## src/hdl/cbrd_pkg.sv

```systemverilog
// shared types and constants for the contact block record decoder
package cbrd_pkg;

  localparam logic [4:0] PH_IDLE   = 5'd0;
  localparam logic [4:0] PH_NREC   = 5'd1;
  localparam logic [4:0] PH_LX     = 5'd2;
  localparam logic [4:0] PH_LY     = 5'd3;
  localparam logic [4:0] PH_LC     = 5'd4;
  localparam logic [4:0] PH_XOFF   = 5'd5;
  localparam logic [4:0] PH_YOFF   = 5'd6;
  localparam logic [4:0] PH_SHORT  = 5'd7;
  localparam logic [4:0] PH_TYPE   = 5'd8;
  localparam logic [4:0] PH_ROWCNT = 5'd9;
  localparam logic [4:0] PH_ROWY   = 5'd10;
  localparam logic [4:0] PH_COLCNT = 5'd11;
  localparam logic [4:0] PH_COLX   = 5'd12;
  localparam logic [4:0] PH_RCOUNT = 5'd13;
  localparam logic [4:0] PH_NPTS   = 5'd14;
  localparam logic [4:0] PH_WIDTH  = 5'd15;
  localparam logic [4:0] PH_DCOUNT = 5'd16;

  localparam logic [7:0]  LAYOUT_ROWS  = 8'd1;
  localparam logic [7:0]  LAYOUT_DENSE = 8'd2;
  localparam logic [15:0] MISSING_SHORT = 16'h8000;

  // count kinds handed from front to back
  localparam logic [1:0] CK_NONE  = 2'd0;
  localparam logic [1:0] CK_RAW   = 2'd1;
  localparam logic [1:0] CK_SHORT = 2'd2;
  localparam logic [1:0] CK_FLOAT = 2'd3;

  localparam int QDEPTH = 4;
  localparam int QAW = 2;

  // one classified transaction from the parser
  typedef struct packed {
    logic [31:0] bin_x;
    logic [31:0] bin_y;
    logic [31:0] raw;
    logic [1:0]  kind;
    logic        dense;
    logic        last;
  } rec_t;

endpackage

```

## src/hdl/contact_block_record_decoder_top.sv

```systemverilog
// top level of the contact block record decoder
// Takes one inflated block byte per cycle and produces sparse records; a byte is taken every
// cycle while the four-entry queue between parser and formatter has room, and a result
// goes through the queue and the formatter's output register. The legacy_format register is
// sampled when a block's record count completes; write it only while the block is idle.
module contact_block_record_decoder_top (
  input  logic        clk,
  input  logic        rst_n,
  input  logic        cfg_valid,
  output logic        cfg_ready,
  input  logic        cfg_legacy_format,
  input  logic        in_valid,
  output logic        in_stall,
  input  logic [7:0]  in_byte,
  input  logic        in_block_start,
  output logic        out_valid,
  input  logic        out_stall,
  output logic signed [31:0] out_bin_x,
  output logic signed [31:0] out_bin_y,
  output logic [31:0] out_count_bits,
  output logic        out_present,
  output logic        out_last_of_block
);

  logic legacy_r;
  logic push, full, pop, nonempty;
  cbrd_pkg::rec_t wdata, rdata;
  logic [31:0] bx, by;

  assign cfg_ready = 1'b1;
  always_ff @(posedge clk) begin
    if (!rst_n) legacy_r <= 1'b0;
    else if (cfg_valid) legacy_r <= cfg_legacy_format;
  end

  cbrd_front u_front (
    .clk(clk), .rst_n(rst_n), .legacy(legacy_r),
    .in_valid(in_valid), .in_stall(in_stall), .in_byte(in_byte),
    .in_block_start(in_block_start),
    .q_push(push), .q_data(wdata), .q_full(full));

  cbrd_queue u_queue (
    .clk(clk), .rst_n(rst_n), .push(push), .wdata(wdata), .full(full),
    .pop(pop), .nonempty(nonempty), .rdata(rdata));

  cbrd_back u_back (
    .clk(clk), .rst_n(rst_n), .q_nonempty(nonempty), .q_data(rdata), .q_pop(pop),
    .out_valid(out_valid), .out_stall(out_stall),
    .out_bin_x(bx), .out_bin_y(by), .out_count_bits(out_count_bits),
    .out_present(out_present), .out_last_of_block(out_last_of_block));

  assign out_bin_x = signed'(bx);
  assign out_bin_y = signed'(by);

endmodule

```

## src/hdl/cbrd_front.sv

```systemverilog
// byte parser: gathers fields, tracks layout counters and emits raw records
module cbrd_front (
  input  logic              clk,
  input  logic              rst_n,
  input  logic              legacy,
  input  logic              in_valid,
  output logic              in_stall,
  input  logic [7:0]        in_byte,
  input  logic              in_block_start,
  output logic              q_push,
  output cbrd_pkg::rec_t    q_data,
  input  logic              q_full
);

  logic [4:0]  phase_r, phase_nxt;
  logic [31:0] shift_r, shift_nxt;
  logic [1:0]  cnt_r, cnt_nxt;
  logic [31:0] xoff_r, xoff_nxt, yoff_r, yoff_nxt;
  logic        short_r, short_nxt;
  logic [31:0] recs_r, recs_nxt;
  logic [15:0] rows_r, rows_nxt, cols_r, cols_nxt;
  logic [31:0] row_r, row_nxt, col_r, col_nxt;
  logic [15:0] dw_r, dw_nxt, dcol_r, dcol_nxt;

  logic        go;
  logic [4:0]  ph;
  logic [1:0]  cb;
  logic [31:0] sh, v;
  logic [1:0]  cl;
  logic        done, rec;
  logic [15:0] rows_dec, dcol_inc;

  assign in_stall = q_full;
  assign go = in_valid && !q_full;

  function automatic logic np16(input logic [15:0] a);
    return (a == 16'd0) || a[15];
  endfunction

  always_comb begin
    phase_nxt = phase_r; shift_nxt = shift_r; cnt_nxt = cnt_r;
    xoff_nxt = xoff_r; yoff_nxt = yoff_r; short_nxt = short_r;
    recs_nxt = recs_r; rows_nxt = rows_r; cols_nxt = cols_r;
    row_nxt = row_r; col_nxt = col_r; dw_nxt = dw_r; dcol_nxt = dcol_r;
    done = 1'b0; rec = 1'b0;
    q_data = '0;
    ph = in_block_start ? cbrd_pkg::PH_NREC : phase_r;
    sh = in_block_start ? 32'd0 : shift_r;
    cb = in_block_start ? 2'd0 : cnt_r;
    v = sh | ({24'd0, in_byte} << {cb, 3'b000});
    rows_dec = rows_r - 16'd1;
    dcol_inc = dcol_r + 16'd1;
    case (ph)
      cbrd_pkg::PH_SHORT, cbrd_pkg::PH_TYPE: cl = 2'd1;
      cbrd_pkg::PH_ROWCNT, cbrd_pkg::PH_ROWY, cbrd_pkg::PH_COLCNT,
      cbrd_pkg::PH_COLX, cbrd_pkg::PH_WIDTH: cl = 2'd2;
      cbrd_pkg::PH_RCOUNT, cbrd_pkg::PH_DCOUNT: cl = short_r ? 2'd2 : 2'd0;
      default: cl = 2'd0;
    endcase
    if (ph != cbrd_pkg::PH_IDLE && ph <= cbrd_pkg::PH_DCOUNT) begin
      if (cb + 2'd1 == cl) begin
        shift_nxt = 32'd0; cnt_nxt = 2'd0;
        case (ph)
          cbrd_pkg::PH_NREC: begin
            if (legacy) begin
              if (v == 32'd0 || v[31]) begin
                phase_nxt = cbrd_pkg::PH_IDLE; done = 1'b1;
              end else begin
                recs_nxt = v; phase_nxt = cbrd_pkg::PH_LX;
              end
            end else phase_nxt = cbrd_pkg::PH_XOFF;
          end
          cbrd_pkg::PH_LX: begin col_nxt = v; phase_nxt = cbrd_pkg::PH_LY; end
          cbrd_pkg::PH_LY: begin row_nxt = v; phase_nxt = cbrd_pkg::PH_LC; end
          cbrd_pkg::PH_LC: begin
            rec = 1'b1;
            q_data.bin_x = col_r; q_data.bin_y = row_r; q_data.raw = v;
            q_data.kind = cbrd_pkg::CK_RAW;
            recs_nxt = recs_r - 32'd1;
            if (recs_r == 32'd1) begin
              phase_nxt = cbrd_pkg::PH_IDLE; done = 1'b1;
            end else phase_nxt = cbrd_pkg::PH_LX;
          end
          cbrd_pkg::PH_XOFF: begin xoff_nxt = v; phase_nxt = cbrd_pkg::PH_YOFF; end
          cbrd_pkg::PH_YOFF: begin yoff_nxt = v; phase_nxt = cbrd_pkg::PH_SHORT; end
          cbrd_pkg::PH_SHORT: begin
            short_nxt = (v[7:0] == 8'd0); phase_nxt = cbrd_pkg::PH_TYPE;
          end
          cbrd_pkg::PH_TYPE: begin
            if (v[7:0] == cbrd_pkg::LAYOUT_ROWS) phase_nxt = cbrd_pkg::PH_ROWCNT;
            else if (v[7:0] == cbrd_pkg::LAYOUT_DENSE) phase_nxt = cbrd_pkg::PH_NPTS;
            else begin phase_nxt = cbrd_pkg::PH_IDLE; done = 1'b1; end
          end
          cbrd_pkg::PH_ROWCNT: begin
            if (np16(v[15:0])) begin phase_nxt = cbrd_pkg::PH_IDLE; done = 1'b1; end
            else begin rows_nxt = v[15:0]; phase_nxt = cbrd_pkg::PH_ROWY; end
          end
          cbrd_pkg::PH_ROWY: begin
            row_nxt = yoff_r + {{16{v[15]}}, v[15:0]}; phase_nxt = cbrd_pkg::PH_COLCNT;
          end
          cbrd_pkg::PH_COLCNT: begin
            if (np16(v[15:0])) begin
              rows_nxt = rows_dec;
              if (rows_dec == 16'd0) begin phase_nxt = cbrd_pkg::PH_IDLE; done = 1'b1; end
              else phase_nxt = cbrd_pkg::PH_ROWY;
            end else begin cols_nxt = v[15:0]; phase_nxt = cbrd_pkg::PH_COLX; end
          end
          cbrd_pkg::PH_COLX: begin
            col_nxt = xoff_r + {{16{v[15]}}, v[15:0]}; phase_nxt = cbrd_pkg::PH_RCOUNT;
          end
          cbrd_pkg::PH_RCOUNT: begin
            rec = 1'b1;
            q_data.bin_x = col_r; q_data.bin_y = row_r; q_data.raw = v;
            q_data.kind = short_r ? cbrd_pkg::CK_SHORT : cbrd_pkg::CK_RAW;
            cols_nxt = cols_r - 16'd1;
            if (cols_r == 16'd1) begin
              rows_nxt = rows_dec;
              if (rows_dec == 16'd0) begin phase_nxt = cbrd_pkg::PH_IDLE; done = 1'b1; end
              else phase_nxt = cbrd_pkg::PH_ROWY;
            end else phase_nxt = cbrd_pkg::PH_COLX;
          end
          cbrd_pkg::PH_NPTS: begin recs_nxt = v; phase_nxt = cbrd_pkg::PH_WIDTH; end
          cbrd_pkg::PH_WIDTH: begin
            dw_nxt = np16(v[15:0]) ? 16'd1 : v[15:0];
            dcol_nxt = 16'd0; row_nxt = yoff_r;
            if (recs_r == 32'd0 || recs_r[31]) begin
              phase_nxt = cbrd_pkg::PH_IDLE; done = 1'b1;
            end else phase_nxt = cbrd_pkg::PH_DCOUNT;
          end
          cbrd_pkg::PH_DCOUNT: begin
            rec = 1'b1;
            q_data.bin_x = xoff_r + {16'd0, dcol_r}; q_data.bin_y = row_r;
            q_data.raw = v; q_data.dense = 1'b1;
            q_data.kind = short_r ? cbrd_pkg::CK_SHORT : cbrd_pkg::CK_FLOAT;
            if (dcol_inc >= dw_r) begin
              dcol_nxt = 16'd0; row_nxt = row_r + 32'd1;
            end else dcol_nxt = dcol_inc;
            recs_nxt = recs_r - 32'd1;
            if (recs_r == 32'd1) begin phase_nxt = cbrd_pkg::PH_IDLE; done = 1'b1; end
          end
          default: phase_nxt = cbrd_pkg::PH_IDLE;
        endcase
      end else begin
        shift_nxt = v; cnt_nxt = cb + 2'd1; phase_nxt = ph;
      end
    end else begin
      phase_nxt = cbrd_pkg::PH_IDLE; shift_nxt = sh; cnt_nxt = cb;
    end
    q_data.last = done;
  end

  assign q_push = go && (rec || done);

  always_ff @(posedge clk) begin
    if (!rst_n) begin
      phase_r <= cbrd_pkg::PH_IDLE; shift_r <= '0; cnt_r <= '0;
      xoff_r <= '0; yoff_r <= '0; short_r <= 1'b0; recs_r <= '0;
      rows_r <= '0; cols_r <= '0; row_r <= '0; col_r <= '0;
      dw_r <= '0; dcol_r <= '0;
    end else if (go) begin
      phase_r <= phase_nxt; shift_r <= shift_nxt; cnt_r <= cnt_nxt;
      xoff_r <= xoff_nxt; yoff_r <= yoff_nxt; short_r <= short_nxt;
      recs_r <= recs_nxt; rows_r <= rows_nxt; cols_r <= cols_nxt;
      row_r <= row_nxt; col_r <= col_nxt; dw_r <= dw_nxt; dcol_r <= dcol_nxt;
    end
  end

  a_stall_full: assert property (@(posedge clk) disable iff (!rst_n)
    q_full |-> in_stall) else $error("front took a byte into a full queue");
  a_push_go: assert property (@(posedge clk) disable iff (!rst_n)
    q_push |-> go) else $error("push without an accepted byte");
  a_idle_next: assert property (@(posedge clk) disable iff (!rst_n)
    (q_push && q_data.last) |=> (phase_r == cbrd_pkg::PH_IDLE))
    else $error("block ended but parser not idle");

endmodule

```

## src/hdl/cbrd_queue.sv

```systemverilog
// small fifo between the parser and the record formatter
module cbrd_queue (
  input  logic           clk,
  input  logic           rst_n,
  input  logic           push,
  input  cbrd_pkg::rec_t wdata,
  output logic           full,
  input  logic           pop,
  output logic           nonempty,
  output cbrd_pkg::rec_t rdata
);

  cbrd_pkg::rec_t mem [cbrd_pkg::QDEPTH];
  logic [cbrd_pkg::QAW-1:0] wp_r, rp_r;
  logic [cbrd_pkg::QAW:0]   n_r;

  assign full = (n_r == cbrd_pkg::QAW'(0) + (cbrd_pkg::QAW+1)'(cbrd_pkg::QDEPTH));
  assign nonempty = (n_r != '0);
  assign rdata = mem[rp_r];

  always_ff @(posedge clk) begin
    if (push) mem[wp_r] <= wdata;
  end

  always_ff @(posedge clk) begin
    if (!rst_n) begin
      wp_r <= '0; rp_r <= '0; n_r <= '0;
    end else begin
      if (push) wp_r <= wp_r + 1'b1;
      if (pop) rp_r <= rp_r + 1'b1;
      n_r <= n_r + (cbrd_pkg::QAW+1)'(push) - (cbrd_pkg::QAW+1)'(pop);
    end
  end

  a_no_over: assert property (@(posedge clk) disable iff (!rst_n)
    full |-> !push) else $error("queue overflow");
  a_no_under: assert property (@(posedge clk) disable iff (!rst_n)
    !nonempty |-> !pop) else $error("queue underflow");

endmodule

```

## src/hdl/cbrd_back.sv

```systemverilog
// record formatter: short-to-float conversion, missing markers, output register
module cbrd_back (
  input  logic           clk,
  input  logic           rst_n,
  input  logic           q_nonempty,
  input  cbrd_pkg::rec_t q_data,
  output logic           q_pop,
  output logic           out_valid,
  input  logic           out_stall,
  output logic [31:0]    out_bin_x,
  output logic [31:0]    out_bin_y,
  output logic [31:0]    out_count_bits,
  output logic           out_present,
  output logic           out_last_of_block
);

  logic        vld_r;
  logic [31:0] x_r, y_r, c_r;
  logic        p_r, l_r;
  logic [31:0] cnt;
  logic        pres;
  logic [15:0] s, mag;
  logic [3:0]  e;
  logic [31:0] fl;
  logic        nan;

  assign q_pop = q_nonempty && (!vld_r || !out_stall);

  always_comb begin
    s = q_data.raw[15:0];
    mag = s[15] ? (16'd0 - s) : s;
    e = 4'd0;
    for (int i = 1; i < 16; i++) begin
      if (mag[i]) e = 4'(i);
    end
    // 0x8000 negates to 0x8000, treated as magnitude 2^15
    fl = {s[15], 8'(8'd127 + {4'd0, e}), 23'(({7'd0, mag} << (5'd23 - {1'b0, e})))};
    if (s == 16'd0) fl = 32'd0;
    nan = (q_data.raw[30:23] == 8'hff) && (q_data.raw[22:0] != 23'd0);
    pres = 1'b1; cnt = q_data.raw;
    case (q_data.kind)
      cbrd_pkg::CK_NONE: begin pres = 1'b0; cnt = 32'd0; end
      cbrd_pkg::CK_RAW: cnt = q_data.raw;
      cbrd_pkg::CK_SHORT: begin
        pres = !(q_data.dense && s == cbrd_pkg::MISSING_SHORT);
        cnt = pres ? fl : 32'd0;
      end
      cbrd_pkg::CK_FLOAT: begin pres = !nan; cnt = pres ? q_data.raw : 32'd0; end
      default: cnt = q_data.raw;
    endcase
  end

  always_ff @(posedge clk) begin
    if (!rst_n) vld_r <= 1'b0;
    else if (q_pop) vld_r <= 1'b1;
    else if (!out_stall) vld_r <= 1'b0;
  end

  always_ff @(posedge clk) begin
    if (q_pop) begin
      x_r <= q_data.bin_x; y_r <= q_data.bin_y; c_r <= cnt;
      p_r <= pres; l_r <= q_data.last;
    end
  end

  assign out_valid = vld_r;
  assign out_bin_x = x_r;
  assign out_bin_y = y_r;
  assign out_count_bits = c_r;
  assign out_present = p_r;
  assign out_last_of_block = l_r;

  a_hold: assert property (@(posedge clk) disable iff (!rst_n)
    (vld_r && out_stall) |=> vld_r) else $error("result dropped under stall");
  a_nopop: assert property (@(posedge clk) disable iff (!rst_n)
    (vld_r && out_stall) |-> !q_pop) else $error("overwrote stalled result");
  a_absent_zero: assert property (@(posedge clk) disable iff (!rst_n)
    (vld_r && !p_r) |-> (c_r == 32'd0)) else $error("absent record with count");

endmodule

```

## config.mk

```make
export PLATFORM = sky130hd
export DESIGN_NAME = contact_block_record_decoder_top
export DESIGN_NICKNAME = d
export VERILOG_FILES = /design/src/hdl/cbrd_pkg.sv /design/src/hdl/contact_block_record_decoder_top.sv /design/src/hdl/cbrd_front.sv /design/src/hdl/cbrd_queue.sv /design/src/hdl/cbrd_back.sv
export SDC_FILE = /design/constraint.sdc
export NUM_CORES = 2
export LEC_CHECK = 0
export BUFFER_PORTS_ARGS = -buffer_cell sky130_fd_sc_hd__buf_2
export CAP_MARGIN = 30
export CELL_PAD_IN_SITES_DETAIL_PLACEMENT = 0
export CELL_PAD_IN_SITES_GLOBAL_PLACEMENT = 1
export CORE_MARGIN = 4
export CORE_UTILIZATION = 50
export CTS_CLUSTER_SIZE = 30
export DETAILED_ROUTE_END_ITERATION = 8
export PLACE_DENSITY_LB_ADDON = 0.1
export SLEW_MARGIN = 20
export SYNTH_ARGS = -nofsm -noshare
export SYNTH_HDL_FRONTEND = slang
export SYNTH_SLANG_ARGS = --single-unit
```

## constraint.sdc

```tcl
create_clock -name clk -period 11.5 [get_ports clk]
set_input_delay 1.15 -clock clk [delete_from_list [all_inputs] [get_ports clk]]
set_output_delay 1.15 -clock clk [all_outputs]
set_load 0.02 [all_outputs]
```

; Yosys cells after proc, flatten, opt, wreduce, memory -nomap -nowiden
; Memories as Yosys holds them, arrays and structs flattened. A register that Yosys moved wholly into a read port is not among the register bits.
; Cells that the tools add are included.
[totals]
wordCells = 215
inputBits = 15
memories = 1
out_inout_bits = 101
ram_bits = 400
ff_bits = 371
[mem_list]
columns = memory, words, width, read_ports, rd_clocked_by_memory_dff, wr, line
row1 = u_queue.mem, 4, 100, 1, 1, 1, cbrd_queue.sv:13  ; cbrd_pkg::rec_t mem [cbrd_pkg::QDEPTH];
[classes]
add_sub_neg = 16
shift = 2
n_reduce_logical = 48
eq_ne = 36
bitwise_logic = 1
muxes = 86
n_lt_le_gt_ge = 2
[op_table]
columns = op, n
row1 = $pmux W98 S3, 1
row2 = $mux W32, 9
row3 = $pmux W32 S4, 2
row4 = $mux W99, 2
row5 = $mux W16, 6
row6 = $pmux W32 S3, 1
row7 = $pmux W5 S16, 1
row8 = $add A32 B32 Y32, 2
row9 = $logic_not A32 Y1, 2
row10 = $pmux W16 S2, 2
row11 = $pmux W32 S2, 1
row12 = $logic_not A16 Y1, 3
row13 = $mux W4, 12
row14 = $pmux W16 S3, 1
row15 = $eq A5 B4 Y1 const B, 8
row16 = $mux W5, 7
row17 = $add A32 B1 Y32 const B, 1
row18 = $add A32 B16 Y32, 1
row19 = $eq A32 B1 Y1 const B, 1
row20 = $or A32 B32 Y32, 1
row21 = $shl A8 B5 Y32, 1
row22 = $sub A16 B1 Y16 const B, 2
row23 = $sub A32 B1 Y32 const B, 1
row24 = $reduce_and A4 Y1, 6
row25 = 49 further kinds, 117

; Depth between registers and ports, before layout
[logic_depth]
word_depth = 22
ltp_mapped = 20
depth_no_buf = 17

; By module
; A second synthesis with hierarchy kept.
[unflattened]
hier_cells = 3577
hier_area_um2 = 39042.4
[modules_own_cells]
columns = mod, seq_area_each_um2, instances, area_each_um2, cells_per_inst
row1 = cbrd_front, 5285.1, 1, 19215.9, 2626
row2 = cbrd_queue, 12191.7, 1, 14973.1, 565
row3 = cbrd_back, 2962.8, 1, 4805.9, 381
row4 = contact_block_record_decoder_top, 20.0, 1, 47.5, 5

; Worst setup path after synthesis
; OpenSTA, ideal clock, no wires.
[synth_path]
path_type = in2reg
from = in out_stall
to = reg u_queue.n_r[2] (netlist name)
arrival_time_ps = 7663
n_path_buf = 0
required_time_ps = 11372
stages = 8
setup_time_ps = 128
path_slack_ps = 3709
path_cell_list = a21oi_1 > ha_1 > inv_1 > ha_1 > fa_1 > xnor2_1 > xnor2_1 > nor2_1
[synth_between]
elab_chain_len = 4
[synth_lines]
columns = element, line
row1 = start: declaration, contact_block_record_decoder_top.sv:17  ; input logic out_stall,
row2 = $logic_not A1 Y1, cbrd_back.sv:27  ; assign q_pop = q_nonempty && (!vld_r || !out_stall);
row3 = $logic_or A1 B1 Y1, cbrd_back.sv:27
row4 = $logic_and A1 B1 Y1, cbrd_back.sv:27
row5 = $sub A3 B1 Y3, cbrd_queue.sv:31  ; n_r <= n_r + (cbrd_pkg::QAW+1)'(push) - (cbrd_pkg::QAW+1)'(pop);
row6 = end signal: assignment, cbrd_queue.sv:31
row7 = end: declaration, cbrd_queue.sv:15  ; logic [cbrd_pkg::QAW:0] n_r;
; No other way between the ends.
; A chain may end at the register's enable or synchronous reset.

; Worst setup path in the final report
[layout_path]
from = in in_block_start
to = mem u_queue.mem[3][22] (netlist name) (enable)
[layout_between]
elab_chain_len = 14
word_cells_on_any_way = 49
cone_classes = add/sub (1) / order compare (1) / eq/ne (14) / shift (1) / mux (18) / bitwise (1) / reduce/logical (13)
[layout_lines]
columns = element, line
row1 = start: declaration, contact_block_record_decoder_top.sv:15  ; input logic in_block_start,
row2 = $mux W2, cbrd_front.sv:49  ; cb = in_block_start ? 2'd0 : cnt_r;
row3 = $shl A8 B5 Y32, cbrd_front.sv:50  ; v = sh | ({24'd0, in_byte} << {cb, 3'b000});
row4 = $or A32 B32 Y32 (*), cbrd_front.sv:50
row5 = net u_front.v[5], cbrd_front.sv:28  ; logic [31:0] sh, v;
row6 = $logic_not A32 Y1, cbrd_front.sv:66  ; if (v == 32'd0 || v[31]) begin
row7 = $logic_or A1 B1 Y1, cbrd_front.sv:66
row8 = $mux W1, cbrd_front.sv:66
row9 = $mux W1, cbrd_front.sv:65  ; if (legacy) begin
row10 = $pmux W1 S7 (*), cbrd_front.sv:63  ; case (ph)
row11 = $mux W1 (*), cbrd_front.sv:61  ; if (cb + 2'd1 == cl) begin
row12 = $mux W1 (*), cbrd_front.sv:60  ; if (ph != cbrd_pkg::PH_IDLE && ph <= cbrd_pkg::PH_DCOUNT) begin
row13 = net u_front.done, cbrd_front.sv:30  ; logic done, rec;
row14 = $logic_or A1 B1 Y1 (*), cbrd_front.sv:152  ; assign q_push = go && (rec || done);
row15 = $logic_and A1 B1 Y1 (*), cbrd_front.sv:152
row16 = net push, contact_block_record_decoder_top.sv:26  ; logic push, full, pop, nonempty;
row17 = $mux W1 (*), cbrd_queue.sv:22  ; if (push) mem[wp_r] <= wdata;
row18 = $mux W1 (not written as such) (*), cbrd_queue.sv:22
row19 = end: declaration, cbrd_queue.sv:13
; The timed path passes the listed nets; every way through them passes the cells marked *.

==> flow_metrics.py <==
metrics = {
    "power_and_ir_drop": {
        "ir_drop_v": 0.000135,
        "power.total_mw": 7.88,
        "p_per_area_mw_per_mm2": 185,
        "p_leak_nw": 14.4,
    },
    "finish": {
        "fin_cells": 4686,
        "final_common_cell": "edfxtp_1",
        "syn_to_final_growth_pct": 11.5,
        "nFillCells": 6393,
        "nets": 3721,
        "fin_util_pct": 56.2,
        "drive_gt1_share_pct": 12.9,
        "final_cell_mix": "498 x edfxtp_1, 347 x nor2_1, 302 x nand2_1, 282 x a21oi_1, 273 x dfxtp_1",
    },
    "critical_path": {
        "reg2reg_depth": 12,
        "slowest_stage": "a22oi_1",
        "endpoint": "u_queue.mem[3][22]$_DFFE_PP_",
        "startpoint": "in_block_start",
        "cpMostUsedCell": "inv_1",
        "crit_path_end_kind": "flop",
        "r2r_end": "u_queue.mem[3][22]$_DFFE_PP_",
        "path_cells": "buf_2 > inv_1 > a22oi_1 > inv_1 > nor4_1 > nand3_1 > nor3_1 > a41oi_1 > o221ai_1 > o211a_1 > o21a_1 > and2_4 > buf_4",
        "cp-start-kind": "input port",
        "rrSetupSlack_ps": 4800,
        "reg2reg_from": "u_front.cnt_r[0]$_SDFFE_PN0P_",
        "crit_path_max_fanout": 54,
        "cp.required_ps": 11750,
        "cpPeakStageDelay_ps": 860,
        "crit_arrival_ps": 7570,
        "crit_type": "in2reg",
    },
    "timing": {
        "setup_viol": 0,
        "max-slew-margin-rel_pct": 26.6,
        "hold_violations": 0,
        "fin_crit_ps": 7320,
        "fin_setup_tns_ps": 0,
        "worstMarginPinSlew_ps": 1100,
        "grt_setup_unrepaired": "no",
        "whs_ps": 450,
        "clock.fmax_ghz": 0.137,
        "fin_crit_sh_pct": 63.7,
        "drv_slew": 0,
        "finalClockSkew_ps": 26.9,
    },
    "detailed_routing": {
        "vias": 28900,
        "drtIter0Drc": 2745,
        "routed_wl_um": 114000,
        "antenna_left": 0,
        "drt-wirelength-per-cell_um": 24.3,
        "drc": 0,
        "drt_pass1_iterations": 6,
        "viasPerCell": 6.17,
    },
    "synthesis": {
        "synth-edff-count": 498,
        "syn-cell-area_sq_mm": 0.0383,
        "yosys_warnings": 0,
        "synth_area_per_cell_sq_um": 10.9,
        "async_flop_share_pct": 0,
        "synthCells": 3521,
        "yosysUniqueCellTypes": 90,
        "ys_seq_area_share_pct": 53.5,
        "ys_seq_elements": 773,
        "syn_nets": 3652,
        "yosys_most_used_dff": "edfxtp_1",
    },
    "clock_network": {
        "post_cts_buffers": 0,
        "clockBufferDepth": 3,
        "clock-root-buffer": "clkbuf_16",
        "clk_latency_ps": 630,
        "htree_levels": 3,
        "post_cts_resized": 0,
        "numClockSinks": 773,
        "cts_buffers": 83,
        "path_clk_slew_ps": 50,
        "cts_hold_buf": 0,
        "cts_tree": "done",
    },
    "status": {
        "status": "complete, no violations",
    },
    "global_routing": {
        "grt_use_total_pct": 27.5,
        "grt_pass1_wl_um": 173000,
        "grt_max_degree": 118,
        "grt.overflow.total": 0,
        "antenna_found_initial": 4,
        "grt_pass1_vias": 27900,
    },
    "worst_hold_path": {
        "min_path_type": "reg2reg",
    },
    "floorplan": {
        "die_x_um": 285,
        "die_y_um": 285,
        "die_area_sq_mm": 0.0810,
        "core-area_sq_mm": 0.0759,
        "io_pins": 116,
        "rows": 101,
        "start_util_pct": 50.4,
    },
    "placed_design": {
        "gp_congestion": 0.932,
        "hpwl_um": 77400,
        "dp.cells": 4529,
        "port_buffers": 114,
    },
    "run": {
        "drv_cap": 0,
    },
}
==> synthesized netlist by cell type (33+ instances only) <==
cell / number / area share (%)
clkbuf_1: 177 / 1.7
and3_1: 45 / 0.74
nor3_1: 78 / 1.0
a22oi_1: 67 / 1.3
dfxtp_1: 275 / 14
mux4_2: 95 / 5.6
nand3_1: 75 / 0.98
ha_1: 112 / 3.7
o21ai_0: 211 / 2.8
and2_1: 53 / 0.87
nor2_1: 349 / 3.4
a21oi_1: 286 / 3.7
xor2_1: 55 / 1.3
nand2_1: 302 / 3.0
a31oi_1: 33 / 0.54
xnor2_1: 93 / 2.1
a21o_1: 50 / 0.98
inv_1: 99 / 0.97
a211oi_1: 56 / 1.1
edfxtp_1: 498 / 39
==> cell type report <==
type,instances,area (sq um),share of cell area [%]
multi-input cells,2444,16700,39.2
well taps,1030,1290,3.02
inverters,103,394,0.924
clock buffers,106,2220,5.21
diodes,1,2.50,0.00587
repair buffers,185,1190,2.79
clock inverters,44,375,0.880
flip-flops and latches,773,20500,48.0
==> flip-flops by register name, indices dropped and copies added (netlist names), 16 cells and up, named ones only <==
name / count
u_queue.mem: 400
u_back.out_bin_x: 32
u_back.out_bin_y: 32
u_back.out_count_bits: 32
u_front.col_r: 32
u_front.recs_r: 32
u_front.row_r: 32
u_front.shift_r: 32
u_front.xoff_r: 32
u_front.yoff_r: 32
u_front.cols_r: 16
u_front.dcol_r: 16
u_front.dw_r: 16
u_front.rows_r: 16
==> logic make-up after synthesis <==
kind of cell	count (synthesis)	share of synthesized area, %
buffers and inverters	304	3.10
xor gates and xnor gates	148	3.39
DFF	773	53.5
adders and majority gates	116	3.87
other	1	0.00980
AOI/OAI and AO/OA	929	15.4
muxes	139	6.99
and+or+nand+nor	1111	13.7
==> power by group <==
group	switching (mW)	leakage, nW	internal, mW
Sequential	0.0886	6.23	3.19
Clock	1.12	1.27	1.44
Combinational	1.29	6.91	0.749
==> how the worst min path moves through the flow <==
stage | slack, ps | from | to | cells past startpoint
after floorplan | 430 | u_front.dw_r[15]$_SDFFE_PN0P_ | u_front.dw_r[15]$_SDFFE_PN0P_ | 2
after global placement | 450 | u_front.col_r[1]$_SDFFE_PN0P_ | u_front.col_r[1]$_SDFFE_PN0P_ | 2
after detailed placement | 440 | u_front.dw_r[15]$_SDFFE_PN0P_ | u_front.dw_r[15]$_SDFFE_PN0P_ | 2
after CTS | 450 | u_front.col_r[2]$_SDFFE_PN0P_ | u_front.col_r[2]$_SDFFE_PN0P_ | 2
after global routing | 470 | u_front.dw_r[9]$_SDFFE_PN0P_ | u_front.dw_r[9]$_SDFFE_PN0P_ | 2
final | 450 | u_front.dw_r[6]$_SDFFE_PN0P_ | u_front.dw_r[6]$_SDFFE_PN0P_ | 2
==> critical path, delay by kind of cell <==
kind / cells / cell delay [ps]
simple gates: 4 / 1930
compound gates: 5 / 2080
buf+inv: 4 / 2200
==> metrics by stage <==
step,cell area (sq um),setup slack [ps]
after CTS,42600,4300
after global routing,42700,3830
after global placement,39900,3830
after detailed placement,40000,3650
after floorplan,38300,3710
final,42700,4180
==> layer usage <==
| layer | share of wire [%] | up-vias | global-route usage, % | wire length (um) |
|---|---|---|---|---|
| met3 | 6.9 | 202 | 4.78 | 7830 |
| met2 | 45 | 1021 | 42.6 | 51400 |
| met5 | 0.011 | - | 0 | 12 |
| li1 | - | 13400 | - | - |
| met4 | 3.3 | 2 | 9.14 | 3750 |
| met1 | 45 | 14300 | 39.5 | 50600 |
Power figures use the tool's default switching activity.
